**config.mk**
```make
export PLATFORM = sky130hd
export DESIGN_NAME = nms_out_q
export DESIGN_NICKNAME = d
export VERILOG_FILES = /design/src/design/nms_pkg.sv /design/src/design/nms_out_q.sv
export SDC_FILE = /design/constraint.sdc
export NUM_CORES = 1
export LEC_CHECK = 0
export BUFFER_PORTS_ARGS = -buffer_cell sky130_fd_sc_hd__buf_2
export CORE_ASPECT_RATIO = 1.5
export CORE_MARGIN = 1.5
export CORE_UTILIZATION = 45
export DETAILED_ROUTE_END_ITERATION = 10
export HOLD_SLACK_MARGIN = 0.1
export PLACE_DENSITY = 0.76
export SKIP_LAST_GASP = 1
export SYNTH_ARGS = -nofsm -noshare
export SYNTH_HDL_FRONTEND = slang
export SYNTH_SLANG_ARGS = --single-unit
```
**constraint.sdc**
```tcl
create_clock -name clk -period 6.7 [get_ports clk]
set_input_delay 1.34 -clock clk [delete_from_list [all_inputs] [get_ports clk]]
set_output_delay 1.34 -clock clk [all_outputs]
set_load 0.005 [all_outputs]
```
**src/design/nms_pkg.sv**
```systemverilog
// shared types, codes and defaults of the nested motion sequencer
`default_nettype none
package nms_pkg;

	localparam int STACK_DEPTH_DEF = 5;
	localparam int ENTRY_WORDS_DEF = 256;
	localparam int MOVE_WORDS_DEF  = 256;

	localparam logic [15:0] TPU_RESET = 16'd1000;

	// item function codes, code three is unused
	localparam logic [1:0] FUNC_TICK  = 2'd0;
	localparam logic [1:0] FUNC_ENTRY = 2'd1;
	localparam logic [1:0] FUNC_MOVE  = 2'd2;

	// entry kinds, anything from end mark up climbs
	localparam logic [1:0] KIND_MOVES = 2'd0;
	localparam logic [1:0] KIND_SUB   = 2'd1;
	localparam logic [1:0] KIND_END   = 2'd2;

	typedef struct packed {
		logic [1:0] kind;
		logic [7:0] target;
	} entry_t;

	typedef struct packed {
		logic signed [8:0]  angle_c;
		logic signed [8:0]  angle_b;
		logic signed [8:0]  angle_a;
		logic [7:0]         speed;
		logic signed [10:0] time_u;
	} move_t;

	typedef struct packed {
		logic signed [8:0] angle_a;
		logic signed [8:0] angle_b;
		logic signed [8:0] angle_c;
		logic [7:0]        speed;
	} result_t;

	typedef struct packed {
		logic       en;
		logic [7:0] base;
		logic [7:0] pos;
	} rd_req_t;

	typedef struct packed {
		logic       entry_en;
		logic       move_en;
		logic [7:0] addr;
		entry_t     entry;
		move_t      move;
	} wr_req_t;

endpackage
`default_nettype wire

```
**src/design/nms_out_q.sv**
```systemverilog
// two-entry result queue in front of the output channel
`default_nettype none
module nms_out_q (
	input  wire logic             clk,
	input  wire logic             arst_n,
	input  wire logic             push,
	input  wire nms_pkg::result_t push_data,
	input  wire logic             pop,
	output logic                  head_valid,
	output logic                  full,
	output nms_pkg::result_t      head
);
	import nms_pkg::*;

	result_t    slot_q [2];
	logic       wr_ptr_q;
	logic       rd_ptr_q;
	logic [1:0] count_q;
	logic       take;

	assign head_valid = (count_q != 2'd0);
	assign full       = (count_q == 2'd2);
	assign head       = slot_q[rd_ptr_q];
	assign take       = pop && head_valid;

	always_ff @(posedge clk) begin
		if (push) begin
			slot_q[wr_ptr_q] <= push_data;
		end
	end

	always_ff @(posedge clk or negedge arst_n) begin
		if (!arst_n) begin
			wr_ptr_q <= 1'b0;
			rd_ptr_q <= 1'b0;
			count_q  <= 2'd0;
		end else begin
			if (push) begin
				wr_ptr_q <= ~wr_ptr_q;
			end
			if (take) begin
				rd_ptr_q <= ~rd_ptr_q;
			end
			case ({push, take})
				2'b10:   count_q <= count_q + 2'd1;
				2'b01:   count_q <= count_q - 2'd1;
				default: count_q <= count_q;
			endcase
		end
	end

endmodule
`default_nettype wire

```
==> flow_metrics.py <==
metrics = {
    "timing": {
        "timing.slew.headroom": 0.274,
        "worst_pin_slew_ns": 1.09,
        "setup_ws_ns": 3.39,
        "fmax_mhz": 302,
        "hold_violations": 0,
        "fin_tns_setup_ns": 0,
        "period_needed_ns": 3.31,
        "fin_skew_ns": 0.00749,
        "rsz0062_at_grt": "false",
        "finalSetupViolCount": 0,
        "min_period_over_period": 0.494,
        "slew_viol_final": 0,
    },
    "clock_tree": {
        "cts_setup_buffers": 0,
        "cts-root-buf": "clkbuf_8",
        "numCtsBuffers": 9,
        "h-tree-depth": 3,
        "cts_hold_buf": 0,
        "clk_pin_slew_worst_paths_ns": 0.07,
        "ctsResizeCount": 0,
        "tritoncts": "yes",
        "cts.sinks": 74,
        "clk_path_buf_depth": 2,
        "insertion_delay_ns": 0.33,
    },
    "detailed_routing": {
        "routedWlPerCell_um": 14.5,
        "ant_nets": 0,
        "vias_per_cell": 4.80,
        "finalWirelength_um": 4160,
        "dr.pass1.iters": 4,
        "route.vias.total": 1378,
        "drtIter0Drc": 70,
        "drcViolationCount": 0,
    },
    "finish": {
        "final.fill_count": 474,
        "post_route_cells_drive_above_1_share": 0.615,
        "num_antenna_cells": 0,
        "stdcell_area_um2": 3540,
        "post-route-util": 0.573,
        "area_growth_pct": 22.9,
        "nets": 248,
    },
    "global_routing": {
        "grt_pass1_vias": 1475,
        "track_usage": 0.132,
        "grt_max_degree": 37,
        "antenna_found_initial": 0,
        "globalRouteOverflowTotal": 0,
        "grt_pass1_wl_um": 6450,
    },
    "yosys": {
        "yosysSeqAreaShare": 0.766,
        "synth_top_family_by_area": "multiplexers",
        "synth-adder-area-share": 0.00435,
        "ys_ff_latch": 74,
        "postSynthCellCount": 126,
        "synth-simple-area-share": 0.0139,
        "syn-num-nets": 166,
        "synth_compound_area_frac": 0,
        "yosys_warnings": 0,
        "synth.avg_cell_area_um2": 22.8,
        "syn_area_um2": 2880,
        "ys_types": 15,
        "synthXorXnorAreaFrac": 0.0152,
        "muxShareOfSynthArea": 0.175,
    },
    "die": {
        "die_w_um": 68.3,
        "initial_core_util": 0.466,
        "num_io_pins": 76,
        "fp-row-count": 35,
        "dieHeight_um": 101,
        "core-area_um2": 6170,
        "dieArea_um2": 6890,
    },
    "min_path": {
        "min_path_type": "reg -> reg",
    },
    "placement": {
        "port_buffers": 75,
        "dp_hpwl_um": 2740,
        "place_congestion": 0.624,
        "dpl_cell_area_um2": 3280,
        "preCtsSetupSlack_ns": 3.71,
    },
    "power_and_ir_drop": {
        "leakage_nw": 1.43,
        "power_mw": 1.48,
        "peakVddDrop_uv": 275,
        "power_density_nw_per_um2": 420,
    },
    "setup_path": {
        "crit_chain": "mux2_2 > buf_2",
        "cp.required_ns": 5.36,
        "critPathBufInv": 1,
        "cp_slowest_cell": "dfrtp_2",
        "cp.arrival_ns": 1.97,
        "setup.worst_path.end_class": "output port",
        "max_stage_delay_ns": 1.09,
        "crit_type": "reg -> out",
        "path_max_fanout": 36,
        "worst_setup_path_start_kind": "flip-flop",
        "critPathTopFamily": "flip-flops",
    },
    "run": {
        "drv_cap": 0,
    },
    "outcome": {
        "outcome": "complete, no violations",
    },
}
## report_power, final
part / leakage, nW / internal [mW] / switching [mW] / total (mW)
registers: 0.703 / 0.617 / 0.0857 / 0.703
logic: 0.609 / 0.239 / 0.128 / 0.367
clock network: 0.123 / 0.268 / 0.146 / 0.414
total: 1.43 / 1.12 / 0.359 / 1.48
## synth_stat cells
cell type | count | area share
mux2_4 | 29 | 0.15
and2_4 | 1 | 0.0030
buf_12 | 3 | 0.021
xnor2_1 | 2 | 0.0061
ha_1 | 1 | 0.0043
buf_6 | 1 | 0.0039
or2_4 | 1 | 0.0030
mux2_2 | 6 | 0.023
and2b_2 | 1 | 0.0030
and2_1 | 1 | 0.0022
xor2_1 | 3 | 0.0091
nor2_1 | 2 | 0.0026
dfrtp_1 | 4 | 0.035
edfxtp_1 | 70 | 0.73
inv_1 | 1 | 0.0013
## layout by cell type (no fill, tap or decap)
cell type / synthesis / routed
buf_2: 0 / 75
edfxtp_1: 70 / 70
mux2_4: 29 / 29
clkbuf_8: 0 / 11
mux2_2: 6 / 6
xor2_1: 3 / 3
bufinv_16: 0 / 3
dfrtp_1: 4 / 3
xnor2_1: 2 / 2
or2_4: 1 / 1
and2_4: 1 / 1
and2_2: 0 / 1
and2b_2: 1 / 1
inv_1: 1 / 1
nor2_4: 0 / 1
nor2_1: 2 / 1
ha_1: 1 / 1
clkinvlp_4: 0 / 1
clkbuf_1: 0 / 1
dfrtp_2: 0 / 1
## kinds of logic (layout without fill, tap and decap cells)
group | count (synthesis) | count (layout)
xor+xnor | 5 | 5
fa+ha+maj | 1 | 1
buf+inv | 5 | 92
flops | 74 | 74
mux | 35 | 35
simple gates | 6 | 6
## flip-flops by register name (all words and copies together), names as in the netlist
name      count
slot_q       70
count_q       2
rd_ptr_q      1
wr_ptr_q      1
## layer usage
| layer | wire, µm | part of all wire | global-route usage |
|---|---|---|---|
| met2 | 2120 | 0.51 | 0.225 |
| met1 | 1590 | 0.38 | 0.136 |
| met4 | 52 | 0.013 | 0.0554 |
| met5 | 0 | 0 | 0 |
| met3 | 396 | 0.095 | 0.0592 |
## layout make-up
| class | instances | area, µm² | area share |
|---|---|---|---|
| flip-flops and latches | 74 | 2200 | 0.623 |
| clock inverters | 4 | 97.6 | 0.0276 |
| multi-input cells | 47 | 608 | 0.172 |
| repair buffers | 75 | 375 | 0.106 |
| clock buffers | 12 | 155 | 0.0439 |
| inverters | 1 | 3.75 | 0.00106 |
| well taps | 74 | 92.6 | 0.0262 |
## stage by stage
step	cells	hold slack, ns
finish	287	0.506
detailed placement	271	0.500
global route	287	0.536
floorplan	126	0.456
CTS	287	0.513
global placement	271	0.485
## final timing paths
path,cells past startpoint,startpoint,end,slack [ns]
setup / recovery,2,rd_ptr_q,head[0],3.39
hold / removal,1,count_q[1],count_q[1],0.51
setup reg to reg,1,wr_ptr_q,slot_q[0][20],5.07
hold reg to reg,1,count_q[1],count_q[1],0.51
max in group asynchronous,1,arst_n,rd_ptr_q,5.75
min in group asynchronous,1,arst_n,wr_ptr_q,0.81
Power figures use the tool's default switching activity.
