===== src/design/nms_pkg.sv =====
// shared types, codes and defaults of the nested motion sequencer
`default_nettype none
package nms_pkg;

	localparam int STACK_DEPTH_DEF = 5;
	localparam int ENTRY_WORDS_DEF = 256;
	localparam int MOVE_WORDS_DEF  = 256;

	localparam logic [15:0] TPU_RESET = 16'd1000;

	// item function codes, code three is unused
	localparam logic [1:0] FUNC_TICK  = 2'd0;
	localparam logic [1:0] FUNC_ENTRY = 2'd1;
	localparam logic [1:0] FUNC_MOVE  = 2'd2;

	// entry kinds, anything from end mark up climbs
	localparam logic [1:0] KIND_MOVES = 2'd0;
	localparam logic [1:0] KIND_SUB   = 2'd1;
	localparam logic [1:0] KIND_END   = 2'd2;

	typedef struct packed {
		logic [1:0] kind;
		logic [7:0] target;
	} entry_t;

	typedef struct packed {
		logic signed [8:0]  angle_c;
		logic signed [8:0]  angle_b;
		logic signed [8:0]  angle_a;
		logic [7:0]         speed;
		logic signed [10:0] time_u;
	} move_t;

	typedef struct packed {
		logic signed [8:0] angle_a;
		logic signed [8:0] angle_b;
		logic signed [8:0] angle_c;
		logic [7:0]        speed;
	} result_t;

	typedef struct packed {
		logic       en;
		logic [7:0] base;
		logic [7:0] pos;
	} rd_req_t;

	typedef struct packed {
		logic       entry_en;
		logic       move_en;
		logic [7:0] addr;
		entry_t     entry;
		move_t      move;
	} wr_req_t;

endpackage
`default_nettype wire


===== src/design/nms_stack.sv =====
// level stack, exit time and step decision of the sequencer
`default_nettype none
module nms_stack #(
	parameter int STACK_DEPTH = 5
) (
	input  wire logic            clk,
	input  wire logic            arst_n,
	input  wire logic            tick_go,
	input  wire logic [31:0]     now,
	input  wire logic [15:0]     tpu,
	input  wire nms_pkg::entry_t entry_rd,
	input  wire nms_pkg::move_t  move_rd,
	output nms_pkg::rd_req_t     rd_req,
	output logic                 busy,
	output logic                 res_valid,
	output nms_pkg::result_t     res
);
	import nms_pkg::*;

	localparam int DW = (STACK_DEPTH > 1) ? $clog2(STACK_DEPTH) : 1;
	localparam logic [DW-1:0] LAST = DW'(STACK_DEPTH - 1);

	logic          kind_q [STACK_DEPTH];
	logic [7:0]    base_q [STACK_DEPTH];
	logic [7:0]    pos_q  [STACK_DEPTH];
	logic [DW-1:0] depth_q;
	logic [31:0]   exit_q;

	logic        step_s1;
	logic [31:0] now_s1;

	logic          do_climb;
	logic          do_push;
	logic          do_adv;
	logic          do_emit;
	logic [DW-1:0] up_lv;
	logic [DW-1:0] dn_lv;
	logic [25:0]   span;

	assign rd_req.en   = tick_go && (now > exit_q);
	assign rd_req.base = base_q[depth_q];
	assign rd_req.pos  = pos_q[depth_q];
	assign busy        = step_s1;

	assign up_lv = depth_q + 1'b1;
	assign dn_lv = depth_q - 1'b1;
	assign span  = move_rd.time_u[9:0] * tpu;

	always_comb begin
		do_climb = 1'b0;
		do_push  = 1'b0;
		do_adv   = 1'b0;
		do_emit  = 1'b0;
		if (step_s1) begin
			if (kind_q[depth_q]) begin
				if (entry_rd.kind >= KIND_END) begin
					do_climb = 1'b1;
				end else if (depth_q < LAST) begin
					do_push = 1'b1;
				end else begin
					// stack full: skip the child
					do_adv = 1'b1;
				end
			end else if (move_rd.time_u[10]) begin
				do_climb = 1'b1;
			end else begin
				do_emit = 1'b1;
				do_adv  = 1'b1;
			end
		end
	end

	assign res_valid   = do_emit;
	assign res.angle_a = move_rd.angle_a;
	assign res.angle_b = move_rd.angle_b;
	assign res.angle_c = move_rd.angle_c;
	assign res.speed   = move_rd.speed;

	always_ff @(posedge clk) begin
		if (rd_req.en) begin
			now_s1 <= now;
		end
	end

	always_ff @(posedge clk or negedge arst_n) begin
		if (!arst_n) begin
			for (int i = 0; i < STACK_DEPTH; i++) begin
				kind_q[i] <= (i == 0);
				base_q[i] <= '0;
				pos_q[i]  <= '0;
			end
			depth_q <= '0;
			exit_q  <= '0;
			step_s1 <= 1'b0;
		end else begin
			step_s1 <= rd_req.en;
			if (do_climb) begin
				if (depth_q == '0) begin
					pos_q[0] <= '0;
				end else begin
					depth_q      <= dn_lv;
					pos_q[dn_lv] <= pos_q[dn_lv] + 8'd1;
				end
			end
			if (do_push) begin
				depth_q       <= up_lv;
				kind_q[up_lv] <= (entry_rd.kind == KIND_SUB);
				base_q[up_lv] <= entry_rd.target;
				pos_q[up_lv]  <= '0;
			end
			if (do_adv) begin
				pos_q[depth_q] <= pos_q[depth_q] + 8'd1;
			end
			if (do_emit) begin
				exit_q <= now_s1 + 32'(span);
			end
		end
	end

endmodule
`default_nettype wire


===== config.mk =====
export PLATFORM = sky130hd
export DESIGN_NAME = nms_stack
export DESIGN_NICKNAME = d
export VERILOG_FILES = /design/src/design/nms_pkg.sv /design/src/design/nms_stack.sv
export SDC_FILE = /design/constraint.sdc
export NUM_CORES = 1
export LEC_CHECK = 0
export ABC_AREA = 1
export BUFFER_PORTS_ARGS = -buffer_cell sky130_fd_sc_hd__buf_4
export CAP_MARGIN = 20
export CORE_MARGIN = 1
export CORE_UTILIZATION = 25
export CTS_CLUSTER_DIAMETER = 150
export DETAILED_ROUTE_END_ITERATION = 8
export PLACE_DENSITY = 0.4
export RECOVER_POWER = 25
export SLEW_MARGIN = 20
export SYNTH_ARGS = -nofsm -noshare
export SYNTH_HDL_FRONTEND = slang
export SYNTH_SLANG_ARGS = --single-unit

===== constraint.sdc =====
create_clock -name clk -period 10.4 [get_ports clk]
set_input_delay 0.52 -clock clk [delete_from_list [all_inputs] [get_ports clk]]
set_output_delay 0.52 -clock clk [all_outputs]
set_load 0.05 [all_outputs]

==> flow_metrics.py, run 1 <==
metrics = {
    "sta": {
        "skew_ps": 10.07,
        "rsz0062_at_grt": "no",
        "slew_viol_final": 53,
        "setup_viol": 0,
        "fin_tns_setup_ps": 0,
        "hold_violations": 0,
        "period_needed_ps": 5166,
        "setup_ws_ps": 5234,
        "relSlewSlack_pct": -136.4,
        "worst_slew_pin_slew_ps": 3546,
        "fmax_mhz": 193.6,
        "finalCritPeriodShare_pct": 49.67,
    },
    "synth": {
        "yosysSeqAreaShare_pct": 25.87,
        "ys_ff_latch": 153,
        "syn_inst": 2051,
        "syn-cell-area_um2": 15420,
        "avgSynthCellArea_um2": 7.519,
        "synthArstFlopShare_pct": 79.08,
        "synth.distinct_cells": 49,
        "yosys.area.top_type": "dfrtp_1",
        "synth_edf_count": 32,
        "yosys_warnings": 0,
        "synth_fp_nets": 2397,
        "synth_flop_cell": "dfrtp_1",
        "synth.area.top_cells": "dfrtp_1, fa_1, nand2_1",
        "yosysTopAreaCellShare_pct": 19.47,
        "synth.most_common_cell": "nand2_1",
        "synthTopCellsByCount": "nand2_1, inv_1, fa_1, dfrtp_1, ha_1",
    },
    "worst_hold_path": {
        "hold_class": "input port to flip-flop",
    },
    "clock_network": {
        "numCtsBuffers": 17,
        "cts.repair.resized": 0,
        "h-tree-depth": 4,
        "clk_path_buf_depth": 2,
        "cts_tree": "yes",
        "ctsRootBufferMaster": "clkbuf_16",
        "clkSinkCount": 153,
        "clk_latency_ps": 490,
        "cts_setup_buffers": 0,
        "path_clk_slew_ps": 60,
        "cts_hold_buf": 0,
    },
    "global_route": {
        "grt_pass1_vias": 13317,
        "grt_pass1_wl_um": 78040,
        "track_usage_pct": 16.46,
        "overflow": 0,
        "antenna_found_initial": 0,
        "grt_max_degree": 71,
    },
    "power_and_ir_drop": {
        "combPwrFrac_pct": 74.2,
        "p_sw_uw": 3585,
        "power_frac_clock_pct": 10.4,
        "total_power_uw": 6299,
        "intPower_uw": 2714,
        "seq_power_share_pct": 15.4,
        "p_per_area_nw_per_um2": 368.9,
        "p_sw_share_pct": 56.92,
        "irDropWorstVdd_mv": 0.2862,
        "leakagePower_uw": 0.009115,
    },
    "routing": {
        "wl_per_cell_um": 17.22,
        "detail-route-antenna-nets": 0,
        "drcViolationCount": 0,
        "viasPerCell": 4.462,
        "dr.first_iter.drc_count": 653,
        "vias": 12785,
        "dr.pass1.iters": 5,
        "routed_wl_um": 49330,
    },
    "place": {
        "gp_congestion": 0.8762,
        "place_hpwl_um": 38780,
        "io_buffers": 90,
        "dpl.cell_count": 2832,
        "dpl_worst_slack_ps": 4745,
    },
    "final_layout": {
        "fin_cells": 2865,
        "drive_above_1_share_pct": 7.393,
        "nNetsFinal": 2416,
        "fin_util_pct": 28.14,
        "antenna_cells": 0,
        "area_growth_pct": 10.74,
    },
    "floorplanning": {
        "die-area_um2": 62680,
        "row_count": 90,
        "dieWidth_um": 250.4,
        "start_util_pct": 25.41,
        "die_h_um": 250.4,
        "coreArea_um2": 60700,
        "io_pins": 161,
    },
    "setup_path": {
        "crit_chain": "buf_4 -> nand2_1 -> fa_1 -> inv_1 -> fa_1 -> inv_1 -> fa_1 -> inv_1 -> fa_1 -> inv_1 -> fa_1 -> inv_1 -> ha_1 -> a21oi_1 -> o21ai_0 -> a21oi_1 -> o21ai_0 -> a21oi_1 -> xor2_1 -> o21ai_0",
        "startpoint_type": "input port",
        "r2r_setup_slack_ps": 6250,
        "arrival_ps": 5500,
        "cp-endpoint": "exit_q[19]",
        "worstReg2RegEnd": "exit_q[31]",
        "worstPathRequired_ps": 10730,
        "critPathLaunch": "move_rd[1]",
        "crit_path_end_kind": "flip-flop",
        "worstPathMaxFanout": 16,
        "slowest_stage": "fa_1",
        "reg2reg_from": "now_s1[12]",
        "reg2regPathDepth": 15,
        "slowest_delay_ps": 550,
        "critPathKind": "input port to flip-flop",
    },
    "status": {
        "status": "complete, but fails checks",
        "violations": "capacitance limit, slew limit",
    },
    "run": {
        "drv_cap": 1,
    },
}
## how the worst min path moves through the flow
stage / startpoint / endpoint / slack (ps) / depth (start not counted)
2_1_floorplan: arst_n / base_q[0] / 220 / 0
3_3_place_gp: kind_q[4] / kind_q[4] / 460 / 2
3_5_place_dp: base_q[10] / base_q[10] / 460 / 2
4_1_cts: arst_n / pos_q[16] / 2 / 1
5_1_grt: now[0] / now_s1[0] / 210 / 1
6_report: now[0] / now_s1[0] / 250 / 1
## per-stage QoR
step	cell area, µm²	hold slack (ps)
finish	17080	250.7
global route	17080	213.5
CTS	17180	2.268
detailed placement	16600	464.9
global placement	16600	459.9
floorplan	15420	224.4
## registers in the layout, indices dropped and copies added (netlist names)
name and count:
kind_q 5, exit_q 32, now_s1 32, busy 1, base_q 40, pos_q 40
depth_q 3
## power groups by stage
stage	Sequential [µW]	Clock (µW)	Combinational [µW]
after CTS	972	681	4740
after global placement	981	0	4730
after floorplan	947	0	3360
after global routing	1000	702	5270
after detailed placement	983	0	4690
final	972	653	4670
## worst max-delay path, delay by kind of cell
kind                       cells  cell delay [ps]
adders and majority gates      6             2950
buffers and inverters          6              470
and+or+nand+nor                1              110
xor gates and xnor gates       1              170
AOI/OAI and AO/OA              6             1270
## kinds of logic after synthesis
logic type | after synthesis | synth area share [%]
buffers and inverters | 559 | 14.81
adder cells (fa/ha/maj) | 239 | 26.01
AND/OR/NAND/NOR | 824 | 22.77
flip-flops | 153 | 25.87
AO/OA/AOI/OAI | 256 | 9.404
XOR/XNOR | 20 | 1.136
## layout by cell type, fill, tap and decap left out, drive strengths merged, types with 3 or more instances in the layout
master    instances
nor2             79
o21a              6
clkbuf           54
xnor2            11
nand4            19
nand3           104
inv             465
o211ai            7
or2               6
o21bai            7
buf              63
fa              136
xor2              9
clkinvlp          3
dfrtp           120
o21ai           127
o22ai            14
nor3             13
ha              103
o221ai           11
a21oi            68
clkinv            4
edfxtp           32
a21o              4
o2111ai           4
nand3b            4
nand2           597
## final cells by class
cell class	instances	area [µm²]
clock buffers	21	461.7
flip-flops and latches	153	3990
well taps	782	978.4
multi-input cells	1339	9166
fillers	6752	43620
inverters	463	1745
clock inverters	11	118.9
repair buffers	96	616.8
## metal layers
layer  GRT usage, %  wire (µm)  vias up
met3          2.795       1623       47
met5              0          0        -
li1               -          -     6293
met4          4.680        949        0
met1          20.68      22040     6216
met2          28.79      24710      229
No activity file was read; power rests on OpenSTA's default activity.
==> run 2, diff against run 1 <==
- clock period: 10.4 -> 5.2 ns (I/O delays scaled with it)
==> run 2 against run 1 <==
Final cell count rose by 2.7%. Sequential cell count did not move. Core utilization rose by 1.2 points. Sequential share of layout area fell by 0.97 points. Non-clock buffer count rose by 79. First-iteration DRC count fell by 5.8%. Clock skew rose by 5.6 ps. Largest cell class unchanged. Setup slack got worse by 4800 ps. Count of clock-buffer cells in the layout fell by 1. Critical path type unchanged. Total power rose by 110%. The run still ends with capacitance limit, slew limit left. Combinational power rose by 110%.
==> flow_metrics.py, run 2 (synthesized netlist as in run 1, its figures left out) <==
metrics = {
    "floorplanning": {
        "io_pins": 161,
        "die_h_um": 250.4,
        "dieWidth_um": 250.4,
        "row_count": 90,
        "coreArea_um2": 60700,
        "die-area_um2": 62680,
        "start_util_pct": 25.41,
    },
    "place": {
        "gp_congestion": 0.8830,
        "place_hpwl_um": 39570,
        "io_buffers": 90,
    },
    "status": {
        "status": "complete, but fails checks",
        "violations": "capacitance limit, slew limit",
    },
    "clock_network": {
        "cts_tree": "yes",
        "clkSinkCount": 153,
        "ctsRootBufferMaster": "clkbuf_16",
        "clk_latency_ps": 490,
        "path_clk_slew_ps": 70,
        "cts.repair.resized": 0,
        "clk_path_buf_depth": 2,
        "h-tree-depth": 4,
        "numCtsBuffers": 17,
    },
    "routing": {
        "routed_wl_um": 50150,
        "viasPerCell": 4.478,
        "wl_per_cell_um": 17.04,
        "vias": 13179,
        "dr.pass1.iters": 5,
        "dr.first_iter.drc_count": 615,
        "drcViolationCount": 0,
        "detail-route-antenna-nets": 0,
    },
    "setup_path": {
        "startpoint_type": "input port",
        "critical-path-top-delay-family": "adder cells",
        "cp.depth": 22,
        "crit_chain": "buf_4 -> buf_4 -> nand2_1 -> fa_1 -> fa_1 -> inv_1 -> fa_1 -> fa_1 -> inv_1 -> fa_1 -> inv_1 -> ha_1 -> nand2_1 -> nor2_1 -> inv_1 -> buf_4 -> o21ai_0 -> inv_1 -> nand3_1 -> nand2_1 -> nand3_1 -> o21ai_0",
        "crit_buf_inv": 8,
        "reg2regPathDepth": 15,
        "slowest_delay_ps": 550,
        "crit_path_end_kind": "flip-flop",
        "slowest_stage": "fa_1",
        "arrival_ps": 5070,
        "critPathKind": "input port to flip-flop",
        "worstPathMaxFanout": 9,
        "worstPathRequired_ps": 5540,
    },
    "global_route": {
        "track_usage_pct": 16.86,
        "grt_pass1_vias": 14089,
        "grt_max_degree": 71,
        "grt_pass1_wl_um": 80450,
        "overflow": 0,
        "antenna_found_initial": 0,
    },
    "sta": {
        "setup_viol": 0,
        "fin_tns_setup_ps": 0,
        "slew_viol_final": 53,
        "skew_ps": 15.64,
        "relSlewSlack_pct": -125.9,
        "fmax_mhz": 211.5,
        "hold_violations": 0,
        "finalCritPeriodShare_pct": 90.92,
        "period_needed_ps": 4728,
        "worst_slew_pin_slew_ps": 3389,
        "rsz0062_at_grt": "no",
    },
    "worst_hold_path": {
        "whs_path_depth": 4,
        "hold_class": "input port to flip-flop",
    },
    "power_and_ir_drop": {
        "total_power_uw": 13120,
        "leakagePower_uw": 0.009500,
        "irDropWorstVdd_mv": 0.5841,
        "p_per_area_nw_per_um2": 736.5,
    },
    "final_layout": {
        "antenna_cells": 0,
        "nNetsFinal": 2495,
        "layout_common_cells": "nand2_1, inv_1, fa_1, dfrtp_1, ha_1",
        "area_growth_pct": 15.55,
        "layout_commonest_cell": "nand2_1",
        "drive_above_1_share_pct": 9.116,
        "largest_registers": "base_q (40), pos_q (40)",
    },
    "run": {
        "drv_cap": 1,
    },
}
## run 2: timing repair
item	in CTS	in global routing
buffers inserted	0	0
endpoints found under the hold margin	117	0
endpoints found under the setup margin	0	0
hold buffers	41	0
## run 2: metrics by stage
step | hold slack (ps) | utilization, % | instance area [µm²] | setup slack, ps | instances
after global placement | 273.4 | 27.84 | 16900 | -10.05 | 2870
after CTS | 93.78 | 29.49 | 17900 | 483.2 | 2942
after global routing | 127.6 | 29.36 | 17820 | 108.6 | 2943
final | 108.0 | 29.36 | 17820 | 472.1 | 2943
after detailed placement | 275.4 | 27.84 | 16900 | -40.15 | 2870
after floorplan | -35.59 | - | 15420 | 161.8 | 2051
## run 2: layer usage
metal  wire, µm  global-route usage [%]
met1      22210                   21.18
met3       1628                   2.442
met2      25390                   29.81
met5          0                       0
met4        925                   4.838
## run 2: power by group
group	internal (µW)	total, µW	switching (µW)
clock	730	1330	600
combinational	3400	9820	6430
sequential	1710	1970	259
total	5840	13100	7290
## run 2: area by class of cell
type,count,area [µm²]
clock inverter,11,106.4
fill,6645,42880
multi-input combinational,1339,9166
tap,782,978.4
sequential,153,3990
inverter,463,1745
timing repair buffer,175,1344
clock buffer,20,489.2
## run 2: final timing paths
path	startpoint	to	slack (ps)
setup / recovery	move_rd[5]	exit_q[23]	470
hold / removal	entry_rd[9]	kind_q[4]	110
setup reg to reg	now_s1[5]	exit_q[22]	1100
hold reg to reg	kind_q[4]	kind_q[4]	480
max in group asynchronous	arst_n	base_q[27]	1400
min in group asynchronous	arst_n	pos_q[24]	1460
## run 2: worst reg2reg max path, cell delays in order, from the launching register on
cell and delay (ps):
edfxtp_1 420, fa_1 550, inv_1 50, fa_1 480, fa_1 550, inv_1 50, ha_1 350, nand2_1 140
o21ai_0 440, nand2_1 110, nand3_1 210, nand2_1 110, a21oi_1 190, a21oi_1 90, o21ai_0 110, o21ai_0 100
